### config.mk
export PLATFORM = sky130hd
export DESIGN_NAME = utf8_to_ucs2_decoder
export DESIGN_NICKNAME = d
export VERILOG_FILES = /design/src/hdl/u2u_pkg.sv /design/src/hdl/u2u_decode.sv /design/src/hdl/utf8_to_ucs2_decoder.sv
export SDC_FILE = /design/constraint.sdc
export NUM_CORES = 1
export LEC_CHECK = 0
export ABC_AREA = 0
export BUFFER_PORTS_ARGS = -buffer_cell sky130_fd_sc_hd__buf_2
export CAP_MARGIN = 5
export CORE_ASPECT_RATIO = 1.25
export CORE_MARGIN = 1
export CORE_UTILIZATION = 61
export CTS_CLUSTER_DIAMETER = 80
export DETAILED_ROUTE_END_ITERATION = 16
export GPL_TIMING_DRIVEN = 0
export PLACE_DENSITY = 0.8
export SYNTH_ARGS = -nofsm -noshare
export SYNTH_HDL_FRONTEND = slang
export SYNTH_HIERARCHICAL = 1
export SYNTH_SLANG_ARGS = --single-unit
### constraint.sdc
create_clock -name aclk -period 4.2 [get_ports aclk]
set_input_delay 0.63 -clock aclk [delete_from_list [all_inputs] [get_ports aclk]]
set_output_delay 0.63 -clock aclk [all_outputs]
set_load 0.05 [all_outputs]
### src/hdl/u2u_pkg.sv
// Shared types and constants for the UTF-8 to UCS-2 decoder.
package u2u_pkg;

    // Lead tracking between input items.
    typedef enum logic [1:0] {
        PH_IDLE   = 2'd0,   // no lead held
        PH_TWO    = 2'd1,   // two-byte lead held
        PH_THREE  = 2'd2,   // three-byte lead held
        PH_THREE2 = 2'd3    // three-byte lead and one continuation held
    } phase_t;

    localparam int unsigned PARTIAL_W  = 10;
    localparam logic [15:0] QMARK      = 16'h003F;

    // Result queue geometry.
    localparam int unsigned FIFO_DEPTH = 4;
    localparam int unsigned PTR_W      = $clog2(FIFO_DEPTH);
    localparam int unsigned CNT_W      = $clog2(FIFO_DEPTH + 1);

    // One result item.
    typedef struct packed {
        logic [15:0] code_unit;
        logic        substituted;
        logic        run_last;
        logic        text_last;
    } result_t;

    // Everything the decoder produces for one input item.
    typedef struct packed {
        logic [1:0]             n_units;
        result_t                unit0;
        result_t                unit1;
        phase_t                 phase;
        logic [PARTIAL_W-1:0]   partial;
    } dec_out_t;

endpackage

### src/hdl/u2u_decode.sv
// Combinational decode of one UTF-8 byte against the held lead state.
module u2u_decode (
    input  logic [7:0]                       byte_in,
    input  logic                             text_end,
    input  u2u_pkg::phase_t                  phase,
    input  logic [u2u_pkg::PARTIAL_W-1:0]    partial,
    output u2u_pkg::dec_out_t                dec
);

    logic is_ascii;
    logic is_lead2;
    logic is_lead3;

    assign is_ascii = ~byte_in[7];
    assign is_lead2 = (byte_in[7:5] == 3'b110);
    assign is_lead3 = (byte_in[7:4] == 4'b1110);

    always_comb begin
        dec         = '0;
        dec.phase   = phase;
        dec.partial = partial;

        unique case (phase)
            u2u_pkg::PH_IDLE: begin
                if (is_ascii) begin
                    dec.unit0.code_unit = {8'h00, byte_in};
                    dec.n_units         = 2'd1;
                end else if (is_lead2 && !text_end) begin
                    dec.phase   = u2u_pkg::PH_TWO;
                    dec.partial = {5'b0, byte_in[4:0]};
                end else if (is_lead3 && !text_end) begin
                    dec.phase   = u2u_pkg::PH_THREE;
                    dec.partial = {6'b0, byte_in[3:0]};
                end else begin
                    dec.unit0.code_unit   = u2u_pkg::QMARK;
                    dec.unit0.substituted = 1'b1;
                    dec.n_units           = 2'd1;
                end
            end
            u2u_pkg::PH_TWO: begin
                dec.unit0.code_unit = {5'b0, partial[4:0], byte_in[5:0]};
                dec.n_units         = 2'd1;
                dec.phase           = u2u_pkg::PH_IDLE;
                dec.partial         = '0;
            end
            u2u_pkg::PH_THREE: begin
                if (text_end) begin
                    // Cut-off lead becomes '?', then the byte is decoded on its own.
                    dec.unit0.code_unit   = u2u_pkg::QMARK;
                    dec.unit0.substituted = 1'b1;
                    if (is_ascii) begin
                        dec.unit1.code_unit = {8'h00, byte_in};
                    end else begin
                        dec.unit1.code_unit   = u2u_pkg::QMARK;
                        dec.unit1.substituted = 1'b1;
                    end
                    dec.n_units = 2'd2;
                    dec.phase   = u2u_pkg::PH_IDLE;
                    dec.partial = '0;
                end else begin
                    dec.partial = {partial[3:0], byte_in[5:0]};
                    dec.phase   = u2u_pkg::PH_THREE2;
                end
            end
            u2u_pkg::PH_THREE2: begin
                dec.unit0.code_unit = {partial, byte_in[5:0]};
                dec.n_units         = 2'd1;
                dec.phase           = u2u_pkg::PH_IDLE;
                dec.partial         = '0;
            end
        endcase

        if (text_end) begin
            dec.phase   = u2u_pkg::PH_IDLE;
            dec.partial = '0;
        end

        if (dec.n_units == 2'd1) begin
            dec.unit0.run_last  = 1'b1;
            dec.unit0.text_last = text_end;
        end else if (dec.n_units == 2'd2) begin
            dec.unit1.run_last  = 1'b1;
            dec.unit1.text_last = text_end;
        end
    end

endmodule

### src/hdl/utf8_to_ucs2_decoder.sv
// Top level of the UTF-8 to UCS-2 decoder: lead state, decode and result queue.
//
//  Channel  Dir  Payload                                    Marker / flags
//  -------  ---  -----------------------------------------  --------------------------------
//  s_       in   tdata[7:0] = byte_in                       tlast = text_end
//  m_       out  tdata[15:0] = code_unit                    tuser = {run_last, substituted},
//                                                           tlast = text_last
//
// Each input byte is decoded in the cycle it is accepted; its zero, one or two
// result items land in a four-entry result queue and appear on the m_ side
// from the next cycle on. The block accepts one byte per cycle while the queue
// holds at most two items, so with m_tready high a stream of single-result bytes
// runs at one item per cycle; the two results of one byte leave one at a time.
// Reset clears the held lead and empties the queue. s_tready depends only on
// registered queue occupancy, so a stalled m_ side never reaches the input
// combinationally.
module utf8_to_ucs2_decoder (
    input  logic        aclk,
    input  logic        aresetn,

    input  logic        s_tvalid,
    output logic        s_tready,
    input  logic [7:0]  s_tdata,     // [7:0] byte_in
    input  logic        s_tlast,

    output logic        m_tvalid,
    input  logic        m_tready,
    output logic [15:0] m_tdata,     // [15:0] code_unit
    output logic [1:0]  m_tuser,     // [0] substituted, [1] run_last
    output logic        m_tlast
);

    // Held lead: which kind of multi-byte sequence is open and its bits so far.
    u2u_pkg::phase_t                   phase_reg, phase_next;
    logic [u2u_pkg::PARTIAL_W-1:0]     partial_reg, partial_next;

    // Result queue. Up to two entries are written per cycle, one is read.
    u2u_pkg::result_t                  queue_reg [u2u_pkg::FIFO_DEPTH];
    logic [u2u_pkg::PTR_W-1:0]         wr_ptr_reg, wr_ptr_next;
    logic [u2u_pkg::PTR_W-1:0]         rd_ptr_reg, rd_ptr_next;
    logic [u2u_pkg::CNT_W-1:0]         count_reg, count_next;

    u2u_pkg::dec_out_t                 dec;
    u2u_pkg::result_t                  head;
    logic                              s_fire;
    logic                              m_fire;
    logic [u2u_pkg::PTR_W-1:0]         wr_ptr_plus1;

    u2u_decode u_decode (
        .byte_in  (s_tdata),
        .text_end (s_tlast),
        .phase    (phase_reg),
        .partial  (partial_reg),
        .dec      (dec)
    );

    // Room for a worst-case two-result byte keeps the input open.
    assign s_tready = (count_reg <= u2u_pkg::CNT_W'(u2u_pkg::FIFO_DEPTH - 2));
    assign s_fire   = s_tvalid && s_tready;

    assign head     = queue_reg[rd_ptr_reg];
    assign m_tvalid = (count_reg != '0);
    assign m_fire   = m_tvalid && m_tready;
    assign m_tdata  = head.code_unit;
    assign m_tuser  = {head.run_last, head.substituted};
    assign m_tlast  = head.text_last;

    assign wr_ptr_plus1 = wr_ptr_reg + u2u_pkg::PTR_W'(1);

    always_comb begin
        phase_next   = phase_reg;
        partial_next = partial_reg;
        wr_ptr_next  = wr_ptr_reg;
        rd_ptr_next  = rd_ptr_reg;
        count_next   = count_reg;

        if (s_fire) begin
            phase_next   = dec.phase;
            partial_next = dec.partial;
            wr_ptr_next  = wr_ptr_reg + u2u_pkg::PTR_W'(dec.n_units);
            count_next   = count_next + u2u_pkg::CNT_W'(dec.n_units);
        end
        if (m_fire) begin
            rd_ptr_next = rd_ptr_reg + u2u_pkg::PTR_W'(1);
            count_next  = count_next - u2u_pkg::CNT_W'(1);
        end
    end

    always_ff @(posedge aclk) begin
        if (!aresetn) begin
            phase_reg   <= u2u_pkg::PH_IDLE;
            partial_reg <= '0;
            wr_ptr_reg  <= '0;
            rd_ptr_reg  <= '0;
            count_reg   <= '0;
        end else begin
            phase_reg   <= phase_next;
            partial_reg <= partial_next;
            wr_ptr_reg  <= wr_ptr_next;
            rd_ptr_reg  <= rd_ptr_next;
            count_reg   <= count_next;
        end
    end

    // Queue payload needs no reset; occupancy says which entries are live.
    always_ff @(posedge aclk) begin
        if (s_fire && (dec.n_units != 2'd0)) begin
            queue_reg[wr_ptr_reg] <= dec.unit0;
        end
        if (s_fire && (dec.n_units == 2'd2)) begin
            queue_reg[wr_ptr_plus1] <= dec.unit1;
        end
    end

    // The queue never overfills.
    a_count_bound: assert property (@(posedge aclk) disable iff (!aresetn)
        count_reg <= u2u_pkg::CNT_W'(u2u_pkg::FIFO_DEPTH))
        else $error("result queue overflow");

    // The end of a text always leaves the decoder with no lead held.
    a_end_clears: assert property (@(posedge aclk) disable iff (!aresetn)
        (s_fire && s_tlast) |=> (phase_reg == u2u_pkg::PH_IDLE && partial_reg == '0))
        else $error("lead state survived end of text");

    // The end of a text always yields at least one queued result.
    a_end_result: assert property (@(posedge aclk) disable iff (!aresetn)
        (s_fire && s_tlast) |=> (count_reg != '0))
        else $error("end of text produced no result");

    // The final unit of a text is also the last result of its byte.
    a_last_run: assert property (@(posedge aclk) disable iff (!aresetn)
        (m_tvalid && m_tlast) |-> m_tuser[1])
        else $error("text_last without run_last");

endmodule

==> out/results.tsv, run 1 <==
metric	value	unit
Area contributors post-synth	edfxtp_1 (42%), mux2_2 (15%), mux4_2 (7.8%)	
Core Footprint	8700	um^2
met1 wire length	4550	um
highest metal used	met4	
DRC Markers	0	
overall routing resource usage	0.260	
Startpoint Class	flip-flop	
syn_area_per_cell	12.7	um^2
max-slew violations	0	
Place WS	1.04	ns
post-route ant nets	0	
yosys warns	6	
RSZ-0062 raised after global routing	false	
vias in the first global route	3505	
clk sink count	97	
Mapped Area	5500	um^2
crit-path max FO	10	
#FFs+latches synth	97	
final hold vios	0	
cts repair resizes	0	
post-DP HPWL	8200	um
Reg clk slew, reported paths	0.10	ns
1st-pass router iterations	4	
CTS Buf Count	9	
# setup viols final	0	
CP arrival	2.45	ns
Hold Slack	0.485	ns
PwrDens	477	nW/um^2
ant diodes	0	
die width	86.9	um
crit path cell chain	clkbuf_1 > clkbuf_1 > mux4_2 > buf_2	
CTS tree	yes	
Worst Slack Setup Final	1.12	ns
initial antenna violation count	0	
Row Count	38	
area leader, netlist	edfxtp_1	
CP Capture Type	primary output	
Layout fillers	634	
die area	9400	um^2
clock buffer depth	2	
Nets	506	
Post-CTS Setup Bufs	0	
Max-slew headroom	0.534	
hold depth	2	
total grt overflow	0	
fin crit period	3.08	ns
Critical Path RT	3.57	ns
post-route cell area	6090	um^2
count of unique library cells instantiated by Yosys	57	
Leak	0.00233	uW
global-route wire length before repair	17900	um
Clk Tree Root Cell	clkbuf_8	
sequential cell area fraction in the yosys report	0.491	
Clock Skews	0.00818	ns
Tcrit/Tclk final	0.733	
largest net degree at the start of global routing	17	
synthesis-to-finish area growth	10.8	%
critical path type	flip-flop to primary output	
Largest stage delay, worst path	0.59	ns
fmax	0.325	GHz
Starting DRT DRC Count	252	
Worst IR Drop VDD	0.333	mV
Slew @ Worst Pin	0.698	ns
total number of vias	3515	
drt wl/cell	18.4	um
met3 wire length	458	um
gate count of the mapped netlist	432	
worst hold path class	flip-flop to flip-flop	
Worst path slowest cell	clkbuf_1	
I/O Pins	34	
total power draw	2910	uW
WL final	11300	um
status	complete, no violations	
Chip Height	108	um
share of post-route cells with drive strength above 1	0.397	
Hold-fix buffers, CTS	0	
Final GP Congestion	0.961	
DP Area	5930	um^2
I/O Buffers	32	
Synth top area share	0.415	
Initial Util	0.632	
htree depth	3	
worst skew pair latency	0.37	ns
Vias/cell	5.72	
CP most frequent cell	clkbuf_1	
Max-Cap Viols	0	
max FFs per register	76	
met2 WL post-DR	6050	um
Setup TNS Final	0	ns
R2R cell count	11	
-- per-layer routing --
layer  vias to the layer above  GRT usage
met5                         -          0
met4                         0      0.102
met3                        19     0.0450
met2                        86      0.467
met1                      1726      0.306
li1                       1684          -
-- path summary, 6_finish.rpt --
| kind | startpoint | to | slack [ns] |
|---|---|---|---|
| worst max-delay path | flip-flop | m_tdata[5] | 1.12 |
| worst min-delay path | phase_reg[0] | phase_reg[0] | 0.48 |
| worst max register to register | phase_reg[1] | count_reg[1] | 1.48 |
| worst min register to register | phase_reg[0] | phase_reg[0] | 0.48 |
-- final cells by class --
cell class                      instances  area (um^2)  share of cell area
Buffer                                 35          280              0.0460
Clock buffer                            9          124              0.0203
Clock inverter                          7         45.0             0.00739
Inverter                               10         37.5             0.00616
Multi-Input combinational cell        298         2520               0.414
Sequential cell                        97         2700               0.443
Tap cell                              120          150              0.0246
Timing Repair Buffer                   38          231              0.0380
-- critical path: cells and delay by family, from the launching register on --
kind,cells,cell delay (ns)
buf+inv,3,1.33
flops,1,0.32
mux,1,0.42
-- power breakdown --
| part | total [uW] | switching (uW) | internal, uW |
|---|---|---|---|
| sequential | 1190 | 34.0 | 1160 |
| clock | 555 | 340 | 215 |
| combinational | 1160 | 771 | 394 |
-- layout by cell type (no fill, tap or decap), drive strengths merged, types with 3 or more instances in the layout --
| cell type | synthesis | final |
|---|---|---|
| a21boi | 14 | 14 |
| a21oi | 11 | 11 |
| a31oi | 4 | 4 |
| and2 | 12 | 12 |
| and3 | 7 | 7 |
| buf | 21 | 59 |
| clkbuf | 14 | 23 |
| clkinv | 0 | 3 |
| conb | 1 | 9 |
| dfxtp | 21 | 21 |
| edfxtp | 76 | 76 |
| ha | 3 | 3 |
| inv | 10 | 12 |
| mux2 | 76 | 76 |
| mux2i | 6 | 6 |
| mux4 | 19 | 19 |
| nand2 | 52 | 52 |
| nor2 | 30 | 30 |
| nor2b | 9 | 9 |
| nor3 | 9 | 9 |
| nor4 | 5 | 5 |
| o21ai | 7 | 7 |
| xor2 | 3 | 3 |
-- per-stage QoR --
| step | cells | utilization |
|---|---|---|
| floorplan | 440 | - |
| global placement | 592 | 0.671 |
| detailed placement | 598 | 0.681 |
| CTS | 614 | 0.700 |
| global route | 614 | 0.700 |
| finish | 614 | 0.700 |
-- cells in the mapped netlist (all sizes together) --
| master | instances |
|---|---|
| a21boi | 14 |
| a21o | 2 |
| a21oi | 11 |
| a22oi | 2 |
| a31oi | 4 |
| and2 | 12 |
| and3 | 7 |
| and3b | 1 |
| buf | 21 |
| clkbuf | 14 |
| conb | 1 |
| dfxtp | 21 |
| edfxtp | 76 |
| fa | 1 |
| ha | 3 |
| inv | 10 |
| mux2 | 76 |
| mux2i | 6 |
| mux4 | 19 |
| nand2 | 52 |
| nand2b | 2 |
| nand3 | 2 |
| nand3b | 2 |
| nor2 | 30 |
| nor2b | 9 |
| nor3 | 9 |
| nor3b | 1 |
| nor4 | 5 |
| o21a | 1 |
| o21ai | 7 |
| o311a | 1 |
| o31a | 2 |
| o31ai | 1 |
| or2 | 1 |
| or3 | 1 |
| xnor2 | 2 |
| xor2 | 3 |
-- kinds of logic (layout without fill, tap and decap cells) --
kind of cell / Yosys count / in the layout / synth area share
muxes: 101 / 101 / 0.247
adders and majority gates: 4 / 4 / 0.0105
and+or+nand+nor: 134 / 134 / 0.127
AOI/OAI and AO/OA: 45 / 45 / 0.0573
DFF: 97 / 97 / 0.491
buffers and inverters: 45 / 99 / 0.0578
other: 1 / 9 / 0.000682
xor gates and xnor gates: 5 / 5 / 0.00797
(Power assumes the default switching activity.)
==> run 2, diff against run 1 <==
--- a/config.mk
+++ b/config.mk
@@ -10,11 +10,11 @@
 export CAP_MARGIN = 5
 export CORE_ASPECT_RATIO = 1.25
 export CORE_MARGIN = 1
-export CORE_UTILIZATION = 61
+export CORE_UTILIZATION = 55
 export CTS_CLUSTER_DIAMETER = 80
 export DETAILED_ROUTE_END_ITERATION = 16
 export GPL_TIMING_DRIVEN = 0
-export PLACE_DENSITY = 0.8
+export PLACE_DENSITY = 0.76
 export SYNTH_ARGS = -nofsm -noshare
 export SYNTH_HDL_FRONTEND = slang
 export SYNTH_HIERARCHICAL = 1
==> constraint.sdc (replaced) <==
create_clock -name aclk -period 2.8 [get_ports aclk]
set_input_delay 0.42 -clock aclk [delete_from_list [all_inputs] [get_ports aclk]]
set_output_delay 0.42 -clock aclk [all_outputs]
set_load 0.05 [all_outputs]
==> run 2 against run 1 <==
Effect of this change: sequential share of layout area shrank 0.99 points; sequential power grew 50%; power grew 60%; utilization shrank 5.5 points; combinational power grew 53%; register-to-register slack lost 1.3 ns; hold slack lost 0.14 ns; wire length shrank 0.99%; final area grew 2.3%; cell count grew 0.65%; die area grew 11%.
==> out/results.tsv, run 2 (same netlist as run 1, synthesis figures left out) <==
metric	value	unit
met2 WL post-DR	5680	um
Cells after DPL	602	
share of post-route cells with drive strength above 1	0.394	
Power Internal	2940	uW
Row Count	40	
Slew @ Worst Pin	0.777	ns
CTS Buf Count	9	
Worst path slowest cell	mux2_2	
critical path type	flip-flop to flip-flop	
drt wl/cell	18.1	um
capturing point of the worst reg2reg path	queue_reg[0][12]	
Starting DRT DRC Count	208	
Max-Cap Viols	0	
Largest stage delay, worst path	0.35	ns
register-to-register setup slack	0.17	ns
Clock Skews	0.00835	ns
htree depth	3	
synthesis-to-finish area growth	13.4	%
CTS tree	yes	
Leak	0.00239	uW
Flop pwr share	0.384	
highest metal used	met4	
Hold Slack	0.344	ns
met3 wire length	528	um
met1 wire length	4740	um
total number of vias	3545	
worst r2r src	phase_reg[0]	
Nets	504	
worst min-delay path endpoint	partial_reg[9]	
worst hold path class	input pin to flip-flop	
Startpoint Class	flip-flop	
status	complete, no violations	
initial antenna violation count	0	
die area	10400	um^2
worst skew pair latency	0.34	ns
PwrDens	748	nW/um^2
Post-CTS Setup Bufs	0	
Chip Height	114	um
I/O Pins	34	
1st-pass router iterations	4	
largest net degree at the start of global routing	17	
hold path start	aresetn	
overall routing resource usage	0.232	
WP buf/inv	5	
CP Capture Type	flip-flop	
R2R cell count	10	
post-DP HPWL	7720	um
max FFs per register	76	
Tcrit/Tclk final	0.940	
Clk Tree Root Cell	clkbuf_16	
most frequent cells in the layout	edfxtp_1 (76), mux2_2 (72), nand2_1 (50), buf_2 (35), nor2_1 (27)	
clk sink count	97	
logic gate share of total power	0.378	
switch share	0.369	
total grt overflow	0	
Core Footprint	9660	um^2
ant diodes	0	
RSZ-0062 raised after global routing	false	
post-route insts no fill	618	
Reg clk slew, reported paths	0.07	ns
Worst IR Drop VDD	0.605	mV
commonest non-fill, non-tap cell in the layout	edfxtp_1	
final hold vios	0	
post-route ant nets	0	
Crit. Startpoint	phase_reg[0]	
Final GP Congestion	0.887	
Initial Util	0.569	
CP arrival	2.72	ns
die width	91.4	um
max-slew violations	0	
vias in the first global route	3659	
clock buffer depth	2	
Vias/cell	5.74	
crit path cell chain	buf_6 > inv_2 > nand3_4 > inv_1 > nor2b_4 > and3_4 > and3_4 > buf_6 > buf_12 > mux2_2	
Max-slew headroom	0.477	
WL final	11200	um
top cell family by delay on the critical path	buffers and inverters	
fmax	0.380	GHz
DRC Markers	0	
I/O Buffers	32	
global-route wire length before repair	18300	um
crit-path max FO	10	
hold depth	2	
fin crit period	2.63	ns
# setup viols final	0	
Final Util	0.646	
clock share of power	0.238	
Critical Path RT	2.89	ns
NetSw	1720	uW
[run 2: worst max path at each step]
stage	to	slack (ns)	depth (start not counted)
6_report	queue_reg[0][12]	0.17	10
5_1_grt	count_reg[2]	0.04	12
4_1_cts	m_tdata[6]	0.03	4
3_5_place_dp	count_reg[1]	-0.1	12
3_3_place_gp	queue_reg[2][15]	-0.64	7
2_1_floorplan	queue_reg[0][0]	0.19	8
[run 2: power groups by stage]
stage                     Combinational, uW  Clock [uW]  Sequential [uW]
after floorplan                        1380           0             1810
after global placement                 1690           0             1820
after detailed placement               1780           0             1820
after CTS                              1780        1130             1790
after global routing                   1890        1170             1800
final                                  1770        1110             1790
[run 2: per-layer routing]
layer | up-vias | GRT usage
li1 | 1689 | -
met1 | 1723 | 0.294
met2 | 114 | 0.392
met3 | 19 | 0.0267
met4 | 0 | 0.122
met5 | - | 0
[run 2: metrics by stage]
stage / instance area (um^2) / setup slack, ns / total power, uW / setup TNS (ns)
after floorplan: 5540 / 0.190 / 3190 / 0
after CTS: 6230 / 0.0306 / 4700 / 0
after global placement: 5860 / -0.645 / 3510 / -45.29
final: 6240 / 0.167 / 4670 / 0
after global routing: 6240 / 0.0447 / 4870 / 0
after detailed placement: 5970 / -0.0958 / 3600 / -0.328
[run 2: timing repair]
action,CTS,global route
gates resized for setup,0,3
endpoints found under the hold margin,0,0
endpoints found under the setup margin,0,12
hold buffers,0,0
[run 2: final cells by class]
| class | count | area (um^2) |
|---|---|---|
| multi-input combinational | 298 | 2540 |
| timing repair buffer | 36 | 258 |
| buffer | 35 | 282 |
| sequential | 97 | 2700 |
| clock inverter | 6 | 33.8 |
| fill | 715 | 3420 |
| inverter | 10 | 37.5 |
| clock buffer | 10 | 229 |
| tap | 126 | 158 |
==> run 3, diff against run 2 <==
--- a/config.mk
+++ b/config.mk
@@ -10,11 +10,11 @@
 export CAP_MARGIN = 5
 export CORE_ASPECT_RATIO = 1.25
 export CORE_MARGIN = 1
-export CORE_UTILIZATION = 55
+export CORE_UTILIZATION = 35
 export CTS_CLUSTER_DIAMETER = 80
 export DETAILED_ROUTE_END_ITERATION = 16
 export GPL_TIMING_DRIVEN = 0
-export PLACE_DENSITY = 0.76
+export RECOVER_POWER = 50
 export SYNTH_ARGS = -nofsm -noshare
 export SYNTH_HDL_FRONTEND = slang
 export SYNTH_HIERARCHICAL = 1
==> run 3 against run 2 <==
Effect of this change: register-to-register slack hardly changed; power increased by 0.39%; clock power up 5%; combinational power down 2%; cell count rose by 14%; largest power group unchanged.
==> out/results.tsv, run 3 (same netlist as run 1, synthesis figures left out) <==
metric	value	unit
status	complete, no violations	
post-DP HPWL	8510	um
final hold vios	0	
Startpoint Class	flip-flop	
Initial Util	0.363	
overall routing resource usage	0.154	
max FFs per register	76	
crit path cell chain	buf_2 > buf_2 > mux4_2 > buf_2	
I/O Buffers	32	
Slew @ Worst Pin	0.830	ns
die area	16200	um^2
Final GP Congestion	0.858	
WL final	12000	um
max-slew violations	0	
DRC Markers	0	
ant diodes	0	
synthesis-to-finish area growth	14.2	%
Clk Tree Root Cell	clkbuf_16	
DP Area	6040	um^2
CP arrival	2.23	ns
post-route cell area	6280	um^2
Max-slew headroom	0.446	
initial antenna violation count	0	
met1 usage	0.185	
Worst path slowest cell	mux4_2	
post-route ant nets	0	
# setup viols final	0	
vias in the first global route	3606	
Tcrit/Tclk final	0.947	
most frequent cells in the layout	edfxtp_1 (76), mux2_2 (72), nand2_1 (50), nor2_1 (27), buf_2 (24)	
M2 GR Usage	0.276	
worst hold path class	input pin to flip-flop	
commonest non-fill, non-tap cell in the layout	edfxtp_1	
grt met3 use	0.0247	
Largest stage delay, worst path	0.59	ns
Starting DRT DRC Count	194	
Row Count	50	
fin crit period	2.65	ns
RSZ-0062 raised after global routing	false	
total grt overflow	0	
largest net degree at the start of global routing	18	
share of post-route cells with drive strength above 1	0.377	
Leak	0.00230	uW
htree depth	3	
Critical Path RT	2.38	ns
CTS Buf Count	9	
area taken by flip-flops and latches	2700	um^2
CTS tree	yes	
CP most frequent cell	buf_2	
CP Capture Type	primary output	
clk sink count	97	
die width	114	um
PwrDens	746	nW/um^2
global-route wire length before repair	18800	um
Layout fillers	1485	
multi-input gate area in the final layout	2510	um^2
crit-path max FO	10	
Chip Height	142	um
fmax	0.377	GHz
worst skew pair latency	0.34	ns
Nets	506	
clock buffer depth	2	
Worst IR Drop VDD	0.368	mV
Clock Skews	0.0109	ns
total number of vias	3467	
critical path type	flip-flop to primary output	
gr busiest metal	met2	
Max-Cap Viols	0	
Reg clk slew, reported paths	0.07	ns
total power draw	4690	uW
Vias/cell	4.94	
1st-pass router iterations	4	
Core Footprint	15100	um^2
I/O Pins	34	
drt wl/cell	17.1	um
run 3: cell count changes in the layout (fill, tap and decap cells not counted), sizes merged:
cell,delta
buf,-12
clkbuf,+12
clkinv,-4
clkinvlp,+4
clkdlybuf4s15,+1
inv,+1
run 3: per-stage QoR:
| step | util | std cells | setup TNS [ns] | hold WS [ns] | setup slack, ns |
|---|---|---|---|---|---|
| after detailed placement | 0.399 | 684 | -2.00 | 0.474 | -0.136 |
| after floorplan | - | 440 | 0 | 0.448 | 0.190 |
| after CTS | 0.417 | 700 | 0 | 0.340 | 0.0687 |
| after global routing | 0.415 | 702 | 0 | 0.364 | 0.0130 |
| final | 0.415 | 702 | 0 | 0.349 | 0.149 |
| after global placement | 0.394 | 680 | -56.24 | 0.465 | -0.789 |
run 3: final cells by class:
class | count | area share
plain buffers | 35 | 0.0436
clock buffers | 9 | 0.0358
clock inverters | 7 | 0.00876
inverters | 10 | 0.00597
multi-input cells | 298 | 0.399
flip-flops and latches | 97 | 0.430
well taps | 208 | 0.0414
repair buffers | 38 | 0.0351
run 3: power breakdown:
part,leakage [uW],internal [uW],switching [uW],total [uW]
combinational,0.00130,559,1170,1730
clock,0.000126,610,561,1170
sequential,0.000878,1740,50.8,1790
total,0.00230,2910,1780,4690
run 3: per-layer routing:
layer,wire [um],share of wire,vias up
met5,0,0,-
met1,5120,0.43,1722
met2,6340,0.53,60
met4,146,0.012,0
li1,-,-,1676
met3,376,0.031,9
run 3: worst max-delay path: cells and delay by family (launching register included):
family	cells	cell delay, ns
buf+inv	3	0.98
mux	1	0.59
flops	1	0.31
run 3: final timing paths:
| kind | cells after the start | start | slack [ns] | to |
|---|---|---|---|---|
| min reg2reg | 2 | partial_reg[8] | 0.48 | partial_reg[8] |
| min | 2 | aresetn | 0.35 | partial_reg[9] |
| max reg2reg | 10 | phase_reg[0] | 0.16 | queue_reg[3][13] |
| max | 4 | flip-flop | 0.15 | m_tdata[6] |
run 3: repair_timing:
item                       4_1_cts  5_1_grt
hold buffers                     0        0
setup buffers                    0        2
pin swaps                        0        1
setup endpoints to repair       10       10
resized for setup                1        1
